--- config.mk ---
export PLATFORM = sky130hd
export DESIGN_NAME = stopwatch_and_echo_ranger_core_flat
export DESIGN_NICKNAME = d
export VERILOG_FILES = /design/src/hdl/sewr_pkg.sv /design/src/hdl/sewr_in_if.sv /design/src/hdl/sewr_out_if.sv /design/src/hdl/sewr_useq.sv /design/src/hdl/sewr_datapath.sv /design/src/hdl/stopwatch_and_echo_ranger_core.sv /design/src/flat_wrapper.sv
export VERILOG_INCLUDE_DIRS = /design/src /design/src/hdl
export SDC_FILE = /design/constraint.sdc
export NUM_CORES = 1
export LEC_CHECK = 0
export ABC_AREA = 0
export BUFFER_PORTS_ARGS = -buffer_cell sky130_fd_sc_hd__clkbuf_2
export CAP_MARGIN = 25
export CELL_PAD_IN_SITES_DETAIL_PLACEMENT = 2
export CELL_PAD_IN_SITES_GLOBAL_PLACEMENT = 2
export CORE_UTILIZATION = 41
export CTS_BUF_LIST = sky130_fd_sc_hd__clkbuf_2 sky130_fd_sc_hd__clkbuf_4 sky130_fd_sc_hd__clkbuf_8
export DETAILED_ROUTE_END_ITERATION = 12
export PLACE_DENSITY = 0.86
export SYNTH_ARGS = -nofsm -noshare
export SYNTH_HDL_FRONTEND = slang
export SYNTH_SLANG_ARGS = --single-unit
--- constraint.sdc ---
create_clock -name clk -period 6.1 [get_ports clk]
set_input_delay 1.22 -clock clk [delete_from_list [all_inputs] [get_ports clk]]
set_output_delay 1.22 -clock clk [all_outputs]
set_load 0.02 [all_outputs]
--- src/hdl/stopwatch_and_echo_ranger_core_macros.svh ---
// ----------------------------------------------------------------------------
// stopwatch and echo ranger assertion macros
// shared concurrent assertion forms, clocked on clk, off during reset
// ----------------------------------------------------------------------------
`ifndef STOPWATCH_AND_ECHO_RANGER_CORE_MACROS_SVH
`define STOPWATCH_AND_ECHO_RANGER_CORE_MACROS_SVH

// condition holds at every edge out of reset
`define SEWR_ASSERT_HOLDS(lbl, cond, msg) \
  lbl: assert property (@(posedge clk) disable iff (!rst_n) (cond)) else $error(msg);

// consequent holds in the same cycle as the antecedent
`define SEWR_ASSERT_IMPLIES(lbl, ante, cons, msg) \
  lbl: assert property (@(posedge clk) disable iff (!rst_n) (ante) |-> (cons)) \
    else $error(msg);

`endif

--- src/hdl/sewr_pkg.sv ---
`timescale 1ns / 1ps
// ----------------------------------------------------------------------------
// sewr_pkg
// shared types, codes and constants of the stopwatch and echo ranger
// ----------------------------------------------------------------------------
package sewr_pkg;

  localparam int LAP_SLOTS_DEF = 3;
  localparam int PC_W          = 5;
  localparam int CFG_IDX_W     = 2;
  localparam int CFG_DATA_W    = 8;

  localparam logic [16:0] WRAP_LAST = 17'd99999;
  localparam logic [15:0] ECHO_MAX  = 16'hFFFF;

  // event codes
  localparam logic [2:0] EV_TICK  = 3'd0;
  localparam logic [2:0] EV_PAUSE = 3'd1;
  localparam logic [2:0] EV_LAP   = 3'd2;
  localparam logic [2:0] EV_MODE  = 3'd3;
  localparam logic [2:0] EV_RISE  = 3'd4;
  localparam logic [2:0] EV_FALL  = 3'd5;

  // register indexes
  localparam logic [CFG_IDX_W-1:0] CFG_TPU   = 2'd0;
  localparam logic [CFG_IDX_W-1:0] CFG_FLOOR = 2'd1;
  localparam logic [CFG_IDX_W-1:0] CFG_CEIL  = 2'd2;

  localparam logic [7:0] TPU_RST   = 8'd1;
  localparam logic [7:0] FLOOR_RST = 8'd2;
  localparam logic [7:0] CEIL_RST  = 8'd20;

  // datapath operations
  localparam logic [2:0] DP_WAIT   = 3'd0;
  localparam logic [2:0] DP_UPDATE = 3'd1;
  localparam logic [2:0] DP_DIVINI = 3'd2;
  localparam logic [2:0] DP_DIVSTP = 3'd3;
  localparam logic [2:0] DP_CLAMP  = 3'd4;
  localparam logic [2:0] DP_DIGLD  = 3'd5;
  localparam logic [2:0] DP_DIGSTP = 3'd6;
  localparam logic [2:0] DP_EMIT   = 3'd7;

  // sequencer branch conditions
  localparam logic [2:0] C_NEXT  = 3'd0;
  localparam logic [2:0] C_IN    = 3'd1;
  localparam logic [2:0] C_LOOP  = 3'd2;
  localparam logic [2:0] C_RANGE = 3'd3;
  localparam logic [2:0] C_GOTO  = 3'd4;
  localparam logic [2:0] C_OUT   = 3'd5;
  localparam logic [2:0] C_REM   = 3'd6;

  typedef struct packed {
    logic [2:0]      op;
    logic [3:0]      csel;
    logic [1:0]      dsel;
    logic [2:0]      cond;
    logic [PC_W-1:0] target;
  } ctrl_t;

  typedef struct packed {
    logic in_fire;
    logic out_free;
    logic loop_done;
    logic ranging;
  } status_t;

  typedef struct packed {
    logic [7:0] ticks_per_unit;
    logic [7:0] distance_floor;
    logic [7:0] distance_ceiling;
  } cfg_t;

  typedef struct packed {
    logic        ranging_active;
    logic [3:0]  digit_three;
    logic [3:0]  digit_two;
    logic [3:0]  digit_one;
    logic [3:0]  digit_zero;
    logic [1:0]  lap_phase_out;
    logic        paused_out;
    logic [7:0]  distance_out;
    logic [10:0] pwm_compare;
    logic        trigger_pulse;
  } res_t;

  // decade weights times 8, 4, 2, 1 for the digit steps
  function automatic logic [16:0] scaled_const(input logic [3:0] idx);
    logic [16:0] k;
    case (idx)
      4'd0:    k = 17'd80000;
      4'd1:    k = 17'd40000;
      4'd2:    k = 17'd20000;
      4'd3:    k = 17'd10000;
      4'd4:    k = 17'd8000;
      4'd5:    k = 17'd4000;
      4'd6:    k = 17'd2000;
      4'd7:    k = 17'd1000;
      4'd8:    k = 17'd800;
      4'd9:    k = 17'd400;
      4'd10:   k = 17'd200;
      4'd11:   k = 17'd100;
      4'd12:   k = 17'd80;
      4'd13:   k = 17'd40;
      4'd14:   k = 17'd20;
      4'd15:   k = 17'd10;
      default: k = 17'd10;
    endcase
    return k;
  endfunction

endpackage

--- src/hdl/sewr_in_if.sv ---
`timescale 1ns / 1ps
// ----------------------------------------------------------------------------
// sewr_in_if
// event channel: valid, ready and one event item
// ----------------------------------------------------------------------------
interface sewr_in_if;
  logic       valid;
  logic       ready;
  logic [2:0] operation;
  logic [1:0] lap_select;

  modport source (output valid, output operation, output lap_select, input ready);
  modport sink   (input valid, input operation, input lap_select, output ready);
endinterface

--- src/hdl/sewr_out_if.sv ---
`timescale 1ns / 1ps
// ----------------------------------------------------------------------------
// sewr_out_if
// result channel: valid, ready and one display item
// ----------------------------------------------------------------------------
interface sewr_out_if;
  logic        valid;
  logic        ready;
  logic        ranging_active;
  logic [3:0]  digit_three;
  logic [3:0]  digit_two;
  logic [3:0]  digit_one;
  logic [3:0]  digit_zero;
  logic [1:0]  lap_phase_out;
  logic        paused_out;
  logic [7:0]  distance_out;
  logic [10:0] pwm_compare;
  logic        trigger_pulse;

  modport source (
    output valid, output ranging_active, output digit_three, output digit_two,
    output digit_one, output digit_zero, output lap_phase_out, output paused_out,
    output distance_out, output pwm_compare, output trigger_pulse, input ready
  );
  modport sink (
    input valid, input ranging_active, input digit_three, input digit_two,
    input digit_one, input digit_zero, input lap_phase_out, input paused_out,
    input distance_out, input pwm_compare, input trigger_pulse, output ready
  );
endinterface

--- src/hdl/sewr_useq.sv ---
`timescale 1ns / 1ps
// ----------------------------------------------------------------------------
// sewr_useq
// step counter and microcode rom with conditional jumps
// ----------------------------------------------------------------------------
module sewr_useq (
  input  logic              clk,
  input  logic              rst_n,
  input  sewr_pkg::status_t stat,
  output sewr_pkg::ctrl_t   ctrl
);
  import sewr_pkg::*;

  localparam logic [PC_W-1:0] PC_DIV    = 5'd3;
  localparam logic [PC_W-1:0] PC_EMIT   = 5'd22;
  localparam logic [PC_W-1:0] PC_RANGE  = 5'd23;
  localparam logic [PC_W-1:0] PC_IDLE   = 5'd0;

  logic [PC_W-1:0] pc_r, pc_nxt;

  function automatic ctrl_t mk(input logic [2:0] op, input logic [3:0] csel,
                               input logic [1:0] dsel, input logic [2:0] cond,
                               input logic [PC_W-1:0] target);
    ctrl_t w;
    w.op     = op;
    w.csel   = csel;
    w.dsel   = dsel;
    w.cond   = cond;
    w.target = target;
    return w;
  endfunction

  function automatic ctrl_t ucode(input logic [PC_W-1:0] pc);
    ctrl_t       w;
    logic [3:0]  idx;
    idx = 4'(pc - 5'd6);
    case (pc) inside
      5'd0:           w = mk(DP_WAIT,   4'd0, 2'd0, C_IN,    PC_IDLE);
      5'd1:           w = mk(DP_UPDATE, 4'd0, 2'd0, C_NEXT,  PC_IDLE);
      5'd2:           w = mk(DP_DIVINI, 4'd0, 2'd0, C_NEXT,  PC_IDLE);
      5'd3:           w = mk(DP_DIVSTP, 4'd0, 2'd0, C_LOOP,  PC_DIV);
      5'd4:           w = mk(DP_CLAMP,  4'd0, 2'd0, C_NEXT,  PC_IDLE);
      5'd5:           w = mk(DP_DIGLD,  4'd0, 2'd0, C_RANGE, PC_RANGE);
      // stopwatch: four weights per digit, most significant first
      [5'd6:5'd21]:   w = mk(DP_DIGSTP, idx, 2'(2'd3 - idx[3:2]), C_NEXT, PC_IDLE);
      5'd22:          w = mk(DP_EMIT,   4'd0, 2'd0, C_OUT,   PC_IDLE);
      // ranging: hundreds take two weights, tens four, ones are the remainder
      5'd23:          w = mk(DP_DIGSTP, 4'd10, 2'd2, C_NEXT, PC_IDLE);
      5'd24:          w = mk(DP_DIGSTP, 4'd11, 2'd2, C_NEXT, PC_IDLE);
      [5'd25:5'd28]:  w = mk(DP_DIGSTP, 4'(pc - 5'd13), 2'd1, C_NEXT, PC_IDLE);
      5'd29:          w = mk(DP_DIGSTP, 4'd0, 2'd0, C_REM,  PC_EMIT);
      default:        w = mk(DP_WAIT,   4'd0, 2'd0, C_GOTO, PC_IDLE);
    endcase
    return w;
  endfunction

  assign ctrl = ucode(pc_r);

  always_comb begin
    case (ctrl.cond)
      C_NEXT:  pc_nxt = pc_r + 5'd1;
      C_IN:    pc_nxt = stat.in_fire ? pc_r + 5'd1 : pc_r;
      C_LOOP:  pc_nxt = stat.loop_done ? pc_r + 5'd1 : ctrl.target;
      C_RANGE: pc_nxt = stat.ranging ? ctrl.target : pc_r + 5'd1;
      C_GOTO:  pc_nxt = ctrl.target;
      C_OUT:   pc_nxt = stat.out_free ? ctrl.target : pc_r;
      C_REM:   pc_nxt = ctrl.target;
      default: pc_nxt = PC_IDLE;
    endcase
  end

  always_ff @(posedge clk) begin
    if (!rst_n) begin
      pc_r <= PC_IDLE;
    end else begin
      pc_r <= pc_nxt;
    end
  end

endmodule

--- src/hdl/sewr_datapath.sv ---
`timescale 1ns / 1ps
// ----------------------------------------------------------------------------
// sewr_datapath
// timer state, shift-subtract divider, clamp and bcd digit unit
// ----------------------------------------------------------------------------
`include "stopwatch_and_echo_ranger_core_macros.svh"

module sewr_datapath #(
  parameter int LAP_SLOTS = sewr_pkg::LAP_SLOTS_DEF
) (
  input  logic            clk,
  input  logic            rst_n,
  input  sewr_pkg::ctrl_t ctrl,
  input  logic            in_fire,
  input  logic [2:0]      in_operation,
  input  logic [1:0]      in_lap_select,
  input  sewr_pkg::cfg_t  cfg,
  output logic            loop_done,
  output logic            ranging,
  output sewr_pkg::res_t  res
);
  import sewr_pkg::*;

  localparam int LW = $clog2(LAP_SLOTS + 1);
  localparam int IW = (LAP_SLOTS > 1) ? $clog2(LAP_SLOTS) : 1;
  localparam logic [LW-1:0] LAST_PHASE = LW'(LAP_SLOTS);

  // event item and architectural state
  logic [2:0]    op_r;
  logic [1:0]    sel_r;
  logic          mode_r, mode_nxt;
  logic          paused_r, paused_nxt;
  logic [16:0]   elapsed_r, elapsed_nxt;
  logic [16:0]   frozen_r, frozen_nxt;
  logic [16:0]   lap_r   [LAP_SLOTS];
  logic [16:0]   lap_nxt [LAP_SLOTS];
  logic [LW-1:0] phase_r, phase_nxt;
  logic [15:0]   echo_r, echo_nxt;
  logic          high_r, high_nxt;
  logic          trig_r, trig_nxt;

  // working registers
  logic [7:0]    rem_r, rem_nxt;
  logic [15:0]   quo_r, quo_nxt;
  logic [3:0]    cnt_r, cnt_nxt;
  logic [7:0]    dist_r, dist_nxt;
  logic [16:0]   work_r, work_nxt;
  logic [3:0]    dig_r   [4];
  logic [3:0]    dig_nxt [4];

  logic [7:0]    div_eff;
  logic [8:0]    rem_sh;
  logic          div_ge;
  logic [7:0]    q8, c1;
  logic [3:0]    sel4;
  logic [IW-1:0] lap_idx;
  logic [16:0]   shown;
  logic [16:0]   kval;
  logic          dig_ge;
  logic [3:0]    phase4;

  assign div_eff = (cfg.ticks_per_unit == 8'd0) ? 8'd1 : cfg.ticks_per_unit;
  assign rem_sh  = {rem_r, quo_r[15]};
  assign div_ge  = rem_sh >= {1'b0, div_eff};

  assign q8 = (quo_r > 16'd255) ? 8'hFF : quo_r[7:0];
  // ceiling first, then floor, so the floor wins when they cross
  assign c1 = (q8 >= cfg.distance_ceiling) ? cfg.distance_ceiling : q8;

  assign sel4    = {2'b00, sel_r};
  assign lap_idx = (sel4 >= 4'(LAP_SLOTS)) ? IW'(LAP_SLOTS - 1) : IW'(sel4);
  assign shown   = (phase_r == LAST_PHASE) ? lap_r[lap_idx] :
                   paused_r ? frozen_r : elapsed_r;

  assign kval   = scaled_const(ctrl.csel);
  assign dig_ge = work_r >= kval;

  always_comb begin
    mode_nxt    = mode_r;
    paused_nxt  = paused_r;
    elapsed_nxt = elapsed_r;
    frozen_nxt  = frozen_r;
    lap_nxt     = lap_r;
    phase_nxt   = phase_r;
    echo_nxt    = echo_r;
    high_nxt    = high_r;
    trig_nxt    = trig_r;
    if (ctrl.op == DP_UPDATE) begin
      trig_nxt = 1'b0;
      case (op_r)
        EV_TICK: begin
          if (!mode_r) begin
            elapsed_nxt = (elapsed_r >= WRAP_LAST) ? 17'd0 : elapsed_r + 17'd1;
          end else if (high_r && echo_r != ECHO_MAX) begin
            echo_nxt = echo_r + 16'd1;
          end
        end
        EV_PAUSE: begin
          if (!mode_r) begin
            if (!paused_r) begin
              paused_nxt = 1'b1;
              frozen_nxt = elapsed_r;
            end else begin
              paused_nxt  = 1'b0;
              elapsed_nxt = 17'd0;
              phase_nxt   = '0;
            end
          end else begin
            trig_nxt = 1'b1;
          end
        end
        EV_LAP: begin
          if (!mode_r) begin
            if (phase_r == LAST_PHASE) begin
              elapsed_nxt = 17'd0;
              phase_nxt   = '0;
            end else begin
              lap_nxt[IW'(phase_r)] = elapsed_r;
              phase_nxt             = phase_r + LW'(1);
            end
          end
        end
        EV_MODE: begin
          mode_nxt = !mode_r;
          trig_nxt = !mode_r;
        end
        EV_RISE: begin
          if (mode_r && !high_r) begin
            echo_nxt = 16'd0;
            high_nxt = 1'b1;
          end
        end
        EV_FALL: begin
          if (mode_r && high_r) begin
            high_nxt = 1'b0;
          end
        end
        default: begin
          trig_nxt = 1'b0;
        end
      endcase
    end
  end

  always_comb begin
    rem_nxt  = rem_r;
    quo_nxt  = quo_r;
    cnt_nxt  = cnt_r;
    dist_nxt = dist_r;
    work_nxt = work_r;
    dig_nxt  = dig_r;
    case (ctrl.op)
      DP_DIVINI: begin
        rem_nxt = 8'd0;
        quo_nxt = echo_r;
        cnt_nxt = 4'd0;
      end
      DP_DIVSTP: begin
        rem_nxt = div_ge ? 8'(rem_sh - {1'b0, div_eff}) : rem_sh[7:0];
        quo_nxt = {quo_r[14:0], div_ge};
        cnt_nxt = cnt_r + 4'd1;
      end
      DP_CLAMP: begin
        dist_nxt = (c1 <= cfg.distance_floor) ? cfg.distance_floor : c1;
      end
      DP_DIGLD: begin
        work_nxt = mode_r ? {9'd0, dist_r} : shown;
        dig_nxt  = '{default: 4'd0};
      end
      DP_DIGSTP: begin
        if (ctrl.cond == C_REM) begin
          dig_nxt[0] = work_r[3:0];
        end else begin
          if (dig_ge) begin
            work_nxt = work_r - kval;
          end
          dig_nxt[ctrl.dsel] = {dig_r[ctrl.dsel][2:0], dig_ge};
        end
      end
      default: begin
        rem_nxt = rem_r;
      end
    endcase
  end

  always_ff @(posedge clk) begin
    if (!rst_n) begin
      mode_r    <= 1'b0;
      paused_r  <= 1'b0;
      elapsed_r <= 17'd0;
      frozen_r  <= 17'd0;
      lap_r     <= '{default: 17'd0};
      phase_r   <= '0;
      echo_r    <= 16'd0;
      high_r    <= 1'b0;
      trig_r    <= 1'b0;
      cnt_r     <= 4'd0;
    end else begin
      mode_r    <= mode_nxt;
      paused_r  <= paused_nxt;
      elapsed_r <= elapsed_nxt;
      frozen_r  <= frozen_nxt;
      lap_r     <= lap_nxt;
      phase_r   <= phase_nxt;
      echo_r    <= echo_nxt;
      high_r    <= high_nxt;
      trig_r    <= trig_nxt;
      cnt_r     <= cnt_nxt;
    end
  end

  always_ff @(posedge clk) begin
    if (in_fire) begin
      op_r  <= in_operation;
      sel_r <= in_lap_select;
    end
    rem_r  <= rem_nxt;
    quo_r  <= quo_nxt;
    dist_r <= dist_nxt;
    work_r <= work_nxt;
    dig_r  <= dig_nxt;
  end

  assign loop_done = (cnt_r == 4'hF);
  assign ranging   = mode_r;
  assign phase4    = 4'(phase_r);

  assign res.ranging_active = mode_r;
  assign res.digit_three    = dig_r[3];
  assign res.digit_two      = dig_r[2];
  assign res.digit_one      = dig_r[1];
  assign res.digit_zero     = dig_r[0];
  assign res.lap_phase_out  = phase4[1:0];
  assign res.paused_out     = paused_r;
  assign res.distance_out   = dist_r;
  assign res.pwm_compare    = {dist_r, 3'b000};
  assign res.trigger_pulse  = trig_r;

  `SEWR_ASSERT_HOLDS(a_elapsed_range, elapsed_r <= WRAP_LAST, "elapsed count out of range")
  `SEWR_ASSERT_HOLDS(a_phase_range, phase_r <= LAST_PHASE, "lap phase past last slot")
  `SEWR_ASSERT_IMPLIES(a_div_rem, ctrl.op == DP_CLAMP, rem_r < div_eff, "divider remainder too big")
  `SEWR_ASSERT_IMPLIES(a_digits_bcd, ctrl.op == DP_EMIT, dig_r[3] <= 4'd9 && dig_r[2] <= 4'd9 && dig_r[1] <= 4'd9 && dig_r[0] <= 4'd9, "digit not bcd")

endmodule

--- src/hdl/stopwatch_and_echo_ranger_core.sv ---
`timescale 1ns / 1ps
// items are taken one at a time, only at the wait step; the pace is set by the 16-step
//   restoring divide loop and the per-bit decade subtract steps of the microcode program
// the result register lets the next item be taken while the last result waits
// reset: synchronous active-low rst_n clears the step counter, the result valid,
//   all timer state and loads the register defaults 1, 2 and 20
// ----------------------------------------------------------------------------
// stopwatch_and_echo_ranger_core
// dual-mode stopwatch and echo ranger driven by a microcoded sequencer
// ----------------------------------------------------------------------------
module stopwatch_and_echo_ranger_core #(
  parameter int LAP_SLOTS = sewr_pkg::LAP_SLOTS_DEF
) (
  input  logic                                 clk,
  input  logic                                 rst_n,
  sewr_in_if.sink                              in_if,
  sewr_out_if.source                           out_if,
  input  logic                                 cfg_we,
  input  logic [sewr_pkg::CFG_IDX_W-1:0]       cfg_index,
  input  logic [sewr_pkg::CFG_DATA_W-1:0]      cfg_data
);
  import sewr_pkg::*;

  ctrl_t   ctrl;
  status_t stat;
  cfg_t    cfg_r, cfg_nxt;
  res_t    res, res_r;
  logic    out_valid_r, out_valid_nxt;
  logic    in_fire, out_free, emit;
  logic    loop_done, ranging;

  assign in_if.ready = (ctrl.op == DP_WAIT);
  assign in_fire     = in_if.valid && in_if.ready;
  assign out_free    = !out_valid_r || out_if.ready;
  assign emit        = (ctrl.op == DP_EMIT) && out_free;

  assign stat.in_fire   = in_fire;
  assign stat.out_free  = out_free;
  assign stat.loop_done = loop_done;
  assign stat.ranging   = ranging;

  sewr_useq u_useq (
    .clk   (clk),
    .rst_n (rst_n),
    .stat  (stat),
    .ctrl  (ctrl)
  );

  sewr_datapath #(
    .LAP_SLOTS (LAP_SLOTS)
  ) u_datapath (
    .clk           (clk),
    .rst_n         (rst_n),
    .ctrl          (ctrl),
    .in_fire       (in_fire),
    .in_operation  (in_if.operation),
    .in_lap_select (in_if.lap_select),
    .cfg           (cfg_r),
    .loop_done     (loop_done),
    .ranging       (ranging),
    .res           (res)
  );

  always_comb begin
    cfg_nxt = cfg_r;
    if (cfg_we) begin
      case (cfg_index)
        CFG_TPU:   cfg_nxt.ticks_per_unit   = cfg_data;
        CFG_FLOOR: cfg_nxt.distance_floor   = cfg_data;
        CFG_CEIL:  cfg_nxt.distance_ceiling = cfg_data;
        default:   cfg_nxt = cfg_r;
      endcase
    end
  end

  always_comb begin
    if (emit) begin
      out_valid_nxt = 1'b1;
    end else if (out_if.ready) begin
      out_valid_nxt = 1'b0;
    end else begin
      out_valid_nxt = out_valid_r;
    end
  end

  always_ff @(posedge clk) begin
    if (!rst_n) begin
      cfg_r.ticks_per_unit   <= TPU_RST;
      cfg_r.distance_floor   <= FLOOR_RST;
      cfg_r.distance_ceiling <= CEIL_RST;
      out_valid_r            <= 1'b0;
    end else begin
      cfg_r       <= cfg_nxt;
      out_valid_r <= out_valid_nxt;
    end
  end

  // result register, loaded on the emit step
  always_ff @(posedge clk) begin
    if (emit) begin
      res_r <= res;
    end
  end

  assign out_if.valid          = out_valid_r;
  assign out_if.ranging_active = res_r.ranging_active;
  assign out_if.digit_three    = res_r.digit_three;
  assign out_if.digit_two      = res_r.digit_two;
  assign out_if.digit_one      = res_r.digit_one;
  assign out_if.digit_zero     = res_r.digit_zero;
  assign out_if.lap_phase_out  = res_r.lap_phase_out;
  assign out_if.paused_out     = res_r.paused_out;
  assign out_if.distance_out   = res_r.distance_out;
  assign out_if.pwm_compare    = res_r.pwm_compare;
  assign out_if.trigger_pulse  = res_r.trigger_pulse;

endmodule

--- src/flat_wrapper.sv ---
// flat-port wrapper written by rule: the top's interface ports become plain ports
module stopwatch_and_echo_ranger_core_flat import sewr_pkg::*;
#(
  parameter int LAP_SLOTS = sewr_pkg::LAP_SLOTS_DEF
)
  (clk, rst_n, cfg_we, cfg_index, cfg_data, in_if_valid, in_if_operation, in_if_lap_select, in_if_ready, out_if_valid, out_if_ranging_active, out_if_digit_three, out_if_digit_two, out_if_digit_one, out_if_digit_zero, out_if_lap_phase_out, out_if_paused_out, out_if_distance_out, out_if_pwm_compare, out_if_trigger_pulse, out_if_ready);
  sewr_in_if in_if_i ();
  sewr_out_if out_if_i ();
  input  logic clk;
  input  logic rst_n;
  input  logic cfg_we;
  input  logic [sewr_pkg::CFG_IDX_W-1:0] cfg_index;
  input  logic [sewr_pkg::CFG_DATA_W-1:0] cfg_data;
  input wire logic [$bits(in_if_i.valid)-1:0] in_if_valid;
  input wire logic [$bits(in_if_i.operation)-1:0] in_if_operation;
  input wire logic [$bits(in_if_i.lap_select)-1:0] in_if_lap_select;
  output wire logic [$bits(in_if_i.ready)-1:0] in_if_ready;
  output wire logic [$bits(out_if_i.valid)-1:0] out_if_valid;
  output wire logic [$bits(out_if_i.ranging_active)-1:0] out_if_ranging_active;
  output wire logic [$bits(out_if_i.digit_three)-1:0] out_if_digit_three;
  output wire logic [$bits(out_if_i.digit_two)-1:0] out_if_digit_two;
  output wire logic [$bits(out_if_i.digit_one)-1:0] out_if_digit_one;
  output wire logic [$bits(out_if_i.digit_zero)-1:0] out_if_digit_zero;
  output wire logic [$bits(out_if_i.lap_phase_out)-1:0] out_if_lap_phase_out;
  output wire logic [$bits(out_if_i.paused_out)-1:0] out_if_paused_out;
  output wire logic [$bits(out_if_i.distance_out)-1:0] out_if_distance_out;
  output wire logic [$bits(out_if_i.pwm_compare)-1:0] out_if_pwm_compare;
  output wire logic [$bits(out_if_i.trigger_pulse)-1:0] out_if_trigger_pulse;
  input wire logic [$bits(out_if_i.ready)-1:0] out_if_ready;
  assign in_if_i.valid = in_if_valid;
  assign in_if_i.operation = in_if_operation;
  assign in_if_i.lap_select = in_if_lap_select;
  assign in_if_ready = in_if_i.ready;
  assign out_if_valid = out_if_i.valid;
  assign out_if_ranging_active = out_if_i.ranging_active;
  assign out_if_digit_three = out_if_i.digit_three;
  assign out_if_digit_two = out_if_i.digit_two;
  assign out_if_digit_one = out_if_i.digit_one;
  assign out_if_digit_zero = out_if_i.digit_zero;
  assign out_if_lap_phase_out = out_if_i.lap_phase_out;
  assign out_if_paused_out = out_if_i.paused_out;
  assign out_if_distance_out = out_if_i.distance_out;
  assign out_if_pwm_compare = out_if_i.pwm_compare;
  assign out_if_trigger_pulse = out_if_i.trigger_pulse;
  assign out_if_i.ready = out_if_ready;
  stopwatch_and_echo_ranger_core #(.LAP_SLOTS(LAP_SLOTS)) u_core (.clk(clk), .rst_n(rst_n), .in_if(in_if_i), .out_if(out_if_i), .cfg_we(cfg_we), .cfg_index(cfg_index), .cfg_data(cfg_data));
endmodule
==> flow_summary.ini, run 1 <==
[clock_network]
clkSinkCount = 240
ctsHoldBuffers = 0
clk_path_buf_depth = 3
cts_root_buf = clkbuf_8
numCtsBuffers = 44
htree_levels = 2
path_clk_slew_ns = 0.06
clkLatencyLatePin_ns = 0.60
tritoncts = yes

[min_path]
min_to = u_core.out_if.digit_two[3]
min_path_cells = 0
worstHoldStart = u_core.u_datapath.res[34]
min_path_type = reg2reg

[logic_synthesis]
avgSynthCellArea_um2 = 9.03
synth-edff-count = 99
syn-cell-area_mm2 = 0.0134
synthesis.instances = 1484
synth_cell_type_count = 89
yosys_warnings = 0
synthArstFlopShare_pct = 0
seq_area_frac_synth_pct = 43.2
yosys_register_bits = 240
synth_flop_cell = dfxtp_1

[sta]
relSlewSlack_pct = 29.5
maxSlewViolCount = 0
post-route-min-period_ns = 5.70
skew_ns = 0.0342
fin_tns_setup_ns = 0
hold_viol_final = 0
fmaxAchievable_ghz = 0.175
whs_ns = 0.454
rsz0062_at_grt = false
worst_pin_slew_ns = 1.05
setup-violations-final = 0
period_share_pct = 93.5

[die]
die_h_um = 183
coreArea_mm2 = 0.0319
die_area_mm2 = 0.0334
fp-row-count = 65
ios = 62
start_util_pct = 42.1
die_x_um = 183

[worst_setup_path]
r2r_start = u_core.u_useq.pc_r[1]
r2r_setup_slack_ns = 0.40
end_kind = register
worst_ep_arrival_time_ns = 6.01
crit_type = reg2reg
reg2regPathDepth = 19
reg2reg_to = u_core.u_datapath.work_r[9]
crit_fanout = 16
crit_path_start_kind = register
required_ns = 6.41

[detailed_routing]
drt-total-wl_um = 47600
drt_iter0_drc = 583
vias = 11700
antenna_left = 0
drc_errors = 0
viasPerCell = 5.91
post_drt_wl_per_cell_um = 24.0
first_pass_iters = 4

[run_status]
status = finished, final reports clean

[final_layout]
nNetsFinal = 1587
n_antenna_cell = 0
finish.instance_area_mm2 = 0.0150
final_common_cell = nand2_1
drive_above_1_share_pct = 14.5
final_cell_mix = nand2_1 (183), nor2_1 (153), dfxtp_1 (140)
syn_to_final_growth_pct = 11.6

[global_route]
track_usage_pct = 28.5
grt_max_degree = 43
globalRoute.totalOverflow = 0
grt_pass1_vias = 13200
antenna_found_initial = 1
grt_pass1_wl_um = 74800

[power]
leakage_nw = 5.60
peakVddDrop_mv = 0.176
power.density_mw_per_mm2 = 278
power.total_mw = 4.16

[placement]
placed_cell_area_mm2 = 0.0139
portBuffers = 58
gp_congestion = 0.853
place_hpwl_um = 30200

[run]
drv_cap = 0
-- flip-flops by register name, summed over array words and instances, names as in the netlist, 16 cells and up --
| signal | count |
|---|---|
| u_core.u_datapath.lap_r | 51 |
| u_core.u_datapath.res | 16 |
| u_core.u_datapath.frozen_r | 17 |
| u_core.u_datapath.elapsed_r | 17 |
| u_core.u_datapath.quo_r | 16 |
| u_core.u_datapath.work_r | 17 |
| u_core.cfg_r | 24 |
| u_core.u_datapath.echo_r | 16 |
-- per-layer routing --
layer	share of wire, %	track usage (%)	vias to the layer above	wire length, um
li1	-	-	5316	-
met1	41	33.4	5986	19500
met2	51	51.8	271	24400
met3	3.7	3.81	125	1750
met4	4.1	12.7	0	1940
met5	0	0	-	0
-- per-stage QoR --
| step | util, % | instances | worst slack, ns |
|---|---|---|---|
| finish | 46.9 | 1979 | 0.399 |
| CTS | 46.8 | 1977 | 0.0878 |
| global placement | 43.7 | 1896 | 0.576 |
| floorplan | - | 1486 | 0.926 |
| global route | 46.9 | 1979 | 0.148 |
| detailed placement | 43.7 | 1897 | 0.274 |
-- logic make-up after synthesis --
group | share of synthesized area [%]
adder cells (fa/ha/maj) | 5.43
XOR/XNOR | 2.09
flip-flops | 43.2
multiplexers | 8.40
AO/OA/AOI/OAI | 16.0
other | 0.0280
buffers and inverters | 5.70
AND/OR/NAND/NOR | 19.1
-- critical path, stage by stage, from the launching register on --
cell and delay (ns):
dfxtp_1 0.39, inv_1 0.16, ha_1 0.21, buf_4 0.19, nor2_1 0.34, o21ai_1 0.18, and2_1 0.44, a21oi_2 0.42
nor2_1 0.13, or4b_1 0.59, fa_1 0.46, a21o_1 0.21, a221oi_2 0.39, nor4_1 0.13, o21ai_0 0.23, buf_4 0.17
a31oi_1 0.11, nor2_1 0.27, a21boi_1 0.13, buf_4 0.24
-- layout make-up --
cell class | count | area, um2
Tap cell | 435 | 544
Inverter | 66 | 248
Timing Repair Buffer | 83 | 512
Clock inverter | 12 | 109
Clock buffer | 68 | 855
Sequential cell | 240 | 5800
Fill cell | 3448 | 16900
Multi-Input combinational cell | 1075 | 6900
-- where the power goes --
| part | total (mW) | leakage, nW | switching [mW] | internal, mW |
|---|---|---|---|---|
| clock | 1.73 | 0.514 | 0.753 | 0.977 |
| sequential | 1.74 | 2.04 | 0.0372 | 1.71 |
| combinational | 0.686 | 3.05 | 0.481 | 0.205 |
-- cell usage after synthesis, types with 17 or more instances --
cell type	count	share of area, %
a211oi_1	30	1.7
nand3_1	46	1.7
mux2_2	19	1.6
xor2_1	17	1.1
o21ai_0	69	2.6
mux2i_1	90	6.7
nand2_1	183	5.1
nor2_1	155	4.3
a21oi_1	119	4.4
or3_1	20	0.93
nand4_1	17	0.79
ha_1	55	5.1
buf_2	23	0.86
inv_1	65	1.8
nor2b_1	21	0.98
edfxtp_1	99	22
dfxtp_1	141	21
clkbuf_1	57	1.6
-- repair_timing --
item                                   in CTS  in global routing
setup endpoints to repair                   0                 19
resized for setup                           0                  4
buffers inserted                            0                  0
endpoints found under the hold margin       0                  0
-- worst max path at each step --
stage,from,end,slack [ns]
after global routing,u_core.u_useq.pc_r[1],u_core.u_datapath.work_r[2],0.15
final,u_core.u_useq.pc_r[1],u_core.u_datapath.work_r[9],0.40
after global placement,u_core.u_useq.pc_r[0],u_core.u_datapath.work_r[1],0.58
after CTS,u_core.u_useq.pc_r[0],u_core.u_datapath.work_r[1],0.09
after floorplan,u_core.u_useq.pc_r[2],u_core.u_datapath.work_r[10],0.93
after detailed placement,u_core.u_useq.pc_r[0],u_core.u_datapath.work_r[10],0.27
Note: power is estimated with default switching activity, not from simulation.
==> run 2: changes to the inputs <==
- BUFFER_PORTS_ARGS: -buffer_cell sky130_fd_sc_hd__clkbuf_2 -> -buffer_cell sky130_fd_sc_hd__buf_2
==> run 2 against run 1 <==
  * Combinational power increased by 1%
  * Flip-flop and latch count unchanged
  * Cell count increased by 0.15%
  * Highest routed layer unchanged
  * Count of clock-buffer cells in the layout increased by 4
  * Non-clock buffer count decreased by 1
  * Utilization increased by 0.27 points
  * Largest power group is now clock
  * Die area unchanged
  * Critical endpoint is now u_core.u_datapath.work_r[1]
  * Worst hold slack got worse by 0.0019 ns
==> flow_summary.ini, run 2 (synthesized netlist as in run 1, its figures left out) <==
[detailed_routing]
drt_iter0_drc = 542
drc_errors = 0
vias = 11800
post_drt_wl_per_cell_um = 24.6
first_pass_iters = 5
antenna_left = 0
viasPerCell = 5.94
drt-total-wl_um = 48800

[clock_network]
cts_root_buf = clkbuf_8
clkLatencyLatePin_ns = 0.63
tritoncts = yes
htree_levels = 2
ctsHoldBuffers = 0
clk_path_buf_depth = 3
numCtsBuffers = 45
clkSinkCount = 240
cts_setup_buffers = 0
path_clk_slew_ns = 0.06

[power]
power.density_mw_per_mm2 = 287
leakage_nw = 5.64
peakVddDrop_mv = 0.164

[final_layout]
final_cell_mix = nand2_1 (183), nor2_1 (153), dfxtp_1 (140)
reg_top3 = u_core.u_datapath.lap_r x51, u_core.cfg_r x24
n_antenna_cell = 0
largest-register = u_core.u_datapath.lap_r
largest_reg_flops = 51
drive_above_1_share_pct = 14.8
multi_input_area_mm2 = 0.00689
syn_to_final_growth_pct = 12.3
nFillCells = 3450
nNetsFinal = 1587
final_common_cell = nand2_1
seqCellArea_mm2 = 0.00580

[sta]
hold_viol_final = 0
worst_pin_slew_ns = 1.04
rsz0062_at_grt = false
period_share_pct = 94.5
post-route-min-period_ns = 5.77
fmaxAchievable_ghz = 0.173
maxSlewViolCount = 0
skew_ns = 0.0483
fin_tns_setup_ns = 0
whs_ns = 0.452
setup-violations-final = 0
relSlewSlack_pct = 30.4

[worst_setup_path]
crit_path_start_kind = register
crit_fanout = 16
reg2reg_to = u_core.u_datapath.work_r[1]
r2r_setup_slack_ns = 0.33
reg2regPathDepth = 18
required_ns = 6.43
end_kind = register
r2r_start = u_core.u_useq.pc_r[1]
worst_ep_arrival_time_ns = 6.09
crit_type = reg2reg

[global_route]
grt_pass1_vias = 13200
grt_pass1_wl_um = 76400
track_usage_pct = 29.4
globalRoute.totalOverflow = 0
antenna_found_initial = 0
grt_max_degree = 43

[die]
die_area_mm2 = 0.0334
fp-row-count = 65
coreArea_mm2 = 0.0319
die_h_um = 183
start_util_pct = 42.1
die_x_um = 183
ios = 62

[run_status]
status = finished, final reports clean

[min_path]
worstHoldStart = u_core.u_datapath.res[34]
min_to = u_core.out_if.digit_two[3]
min_path_type = reg2reg
min_path_cells = 0

[placement]
portBuffers = 58
place_hpwl_um = 31000
gp_congestion = 0.863

[run]
drv_cap = 0
-- run 2: how the worst max path moves through the flow --
stage | from | endpoint | slack (ns) | cells past startpoint
6_report | u_core.u_useq.pc_r[1] | u_core.u_datapath.work_r[1] | 0.33 | 18
5_1_grt | u_core.u_useq.pc_r[0] | u_core.u_datapath.work_r[1] | 0.04 | 18
4_1_cts | u_core.u_useq.pc_r[0] | u_core.u_datapath.work_r[1] | 0.30 | 18
3_5_place_dp | u_core.u_useq.pc_r[0] | u_core.u_datapath.work_r[4] | 0.32 | 18
3_3_place_gp | u_core.u_useq.pc_r[0] | u_core.u_datapath.work_r[1] | 0.60 | 18
2_1_floorplan | u_core.u_useq.pc_r[2] | u_core.u_datapath.work_r[10] | 0.93 | 20
-- run 2: report_power, final --
part / total, mW / internal (mW) / switching, mW
clock: 1.88 / 1.09 / 0.785
sequential: 1.75 / 1.71 / 0.0396
combinational: 0.695 / 0.206 / 0.490
total: 4.32 / 3.01 / 1.31
-- run 2: metal layers --
metal,vias up,global-route usage (%),part of all wire (%)
li1,5306,-,-
met5,-,0,0
met4,0,13.6,4.1
met1,6041,34.0,41
met3,133,4.23,3.6
met2,290,53.3,51
-- run 2: layout make-up --
cell class	count	share of cell area, %
well taps	435	3.62
clock buffers	72	6.13
flip-flops and latches	240	38.5
multi-input cells	1075	45.8
clock inverters	12	0.964
repair buffers	82	3.33
inverters	66	1.65
-- run 2: timing repair --
| item | CTS | global route |
|---|---|---|
| endpoints found under the hold margin | 0 | 0 |
| resized for setup | 0 | 3 |
| setup endpoints to repair | 0 | 16 |
-- run 2: worst max-delay path, stage by stage (launching register included) --
cell and delay, ns:
dfxtp_1 0.41, inv_1 0.19, ha_1 0.23, buf_4 0.20
nor2_1 0.34, o21ai_1 0.18, and2_1 0.43, or2_2 0.50
or4b_1 0.57, fa_1 0.47, a21o_1 0.20, a221oi_1 0.46
nor4_1 0.13, o21ai_0 0.21, buf_4 0.16, a31oi_1 0.10
nor2_1 0.33, a21boi_1 0.13, buf_4 0.23
-- run 2: stage by stage --
step / worst slack (ns) / utilization, % / power, mW / std cells / cell area, um2
2_1_floorplan: 0.926 / - / 2.22 / 1486 / 13400
3_3_place_gp: 0.597 / 43.7 / 2.39 / 1896 / 13900
3_5_place_dp: 0.325 / 43.7 / 2.43 / 1897 / 13900
4_1_cts: 0.301 / 47.1 / 4.34 / 1981 / 15000
5_1_grt: 0.0403 / 47.2 / 4.46 / 1982 / 15100
6_report: 0.333 / 47.2 / 4.32 / 1982 / 15100
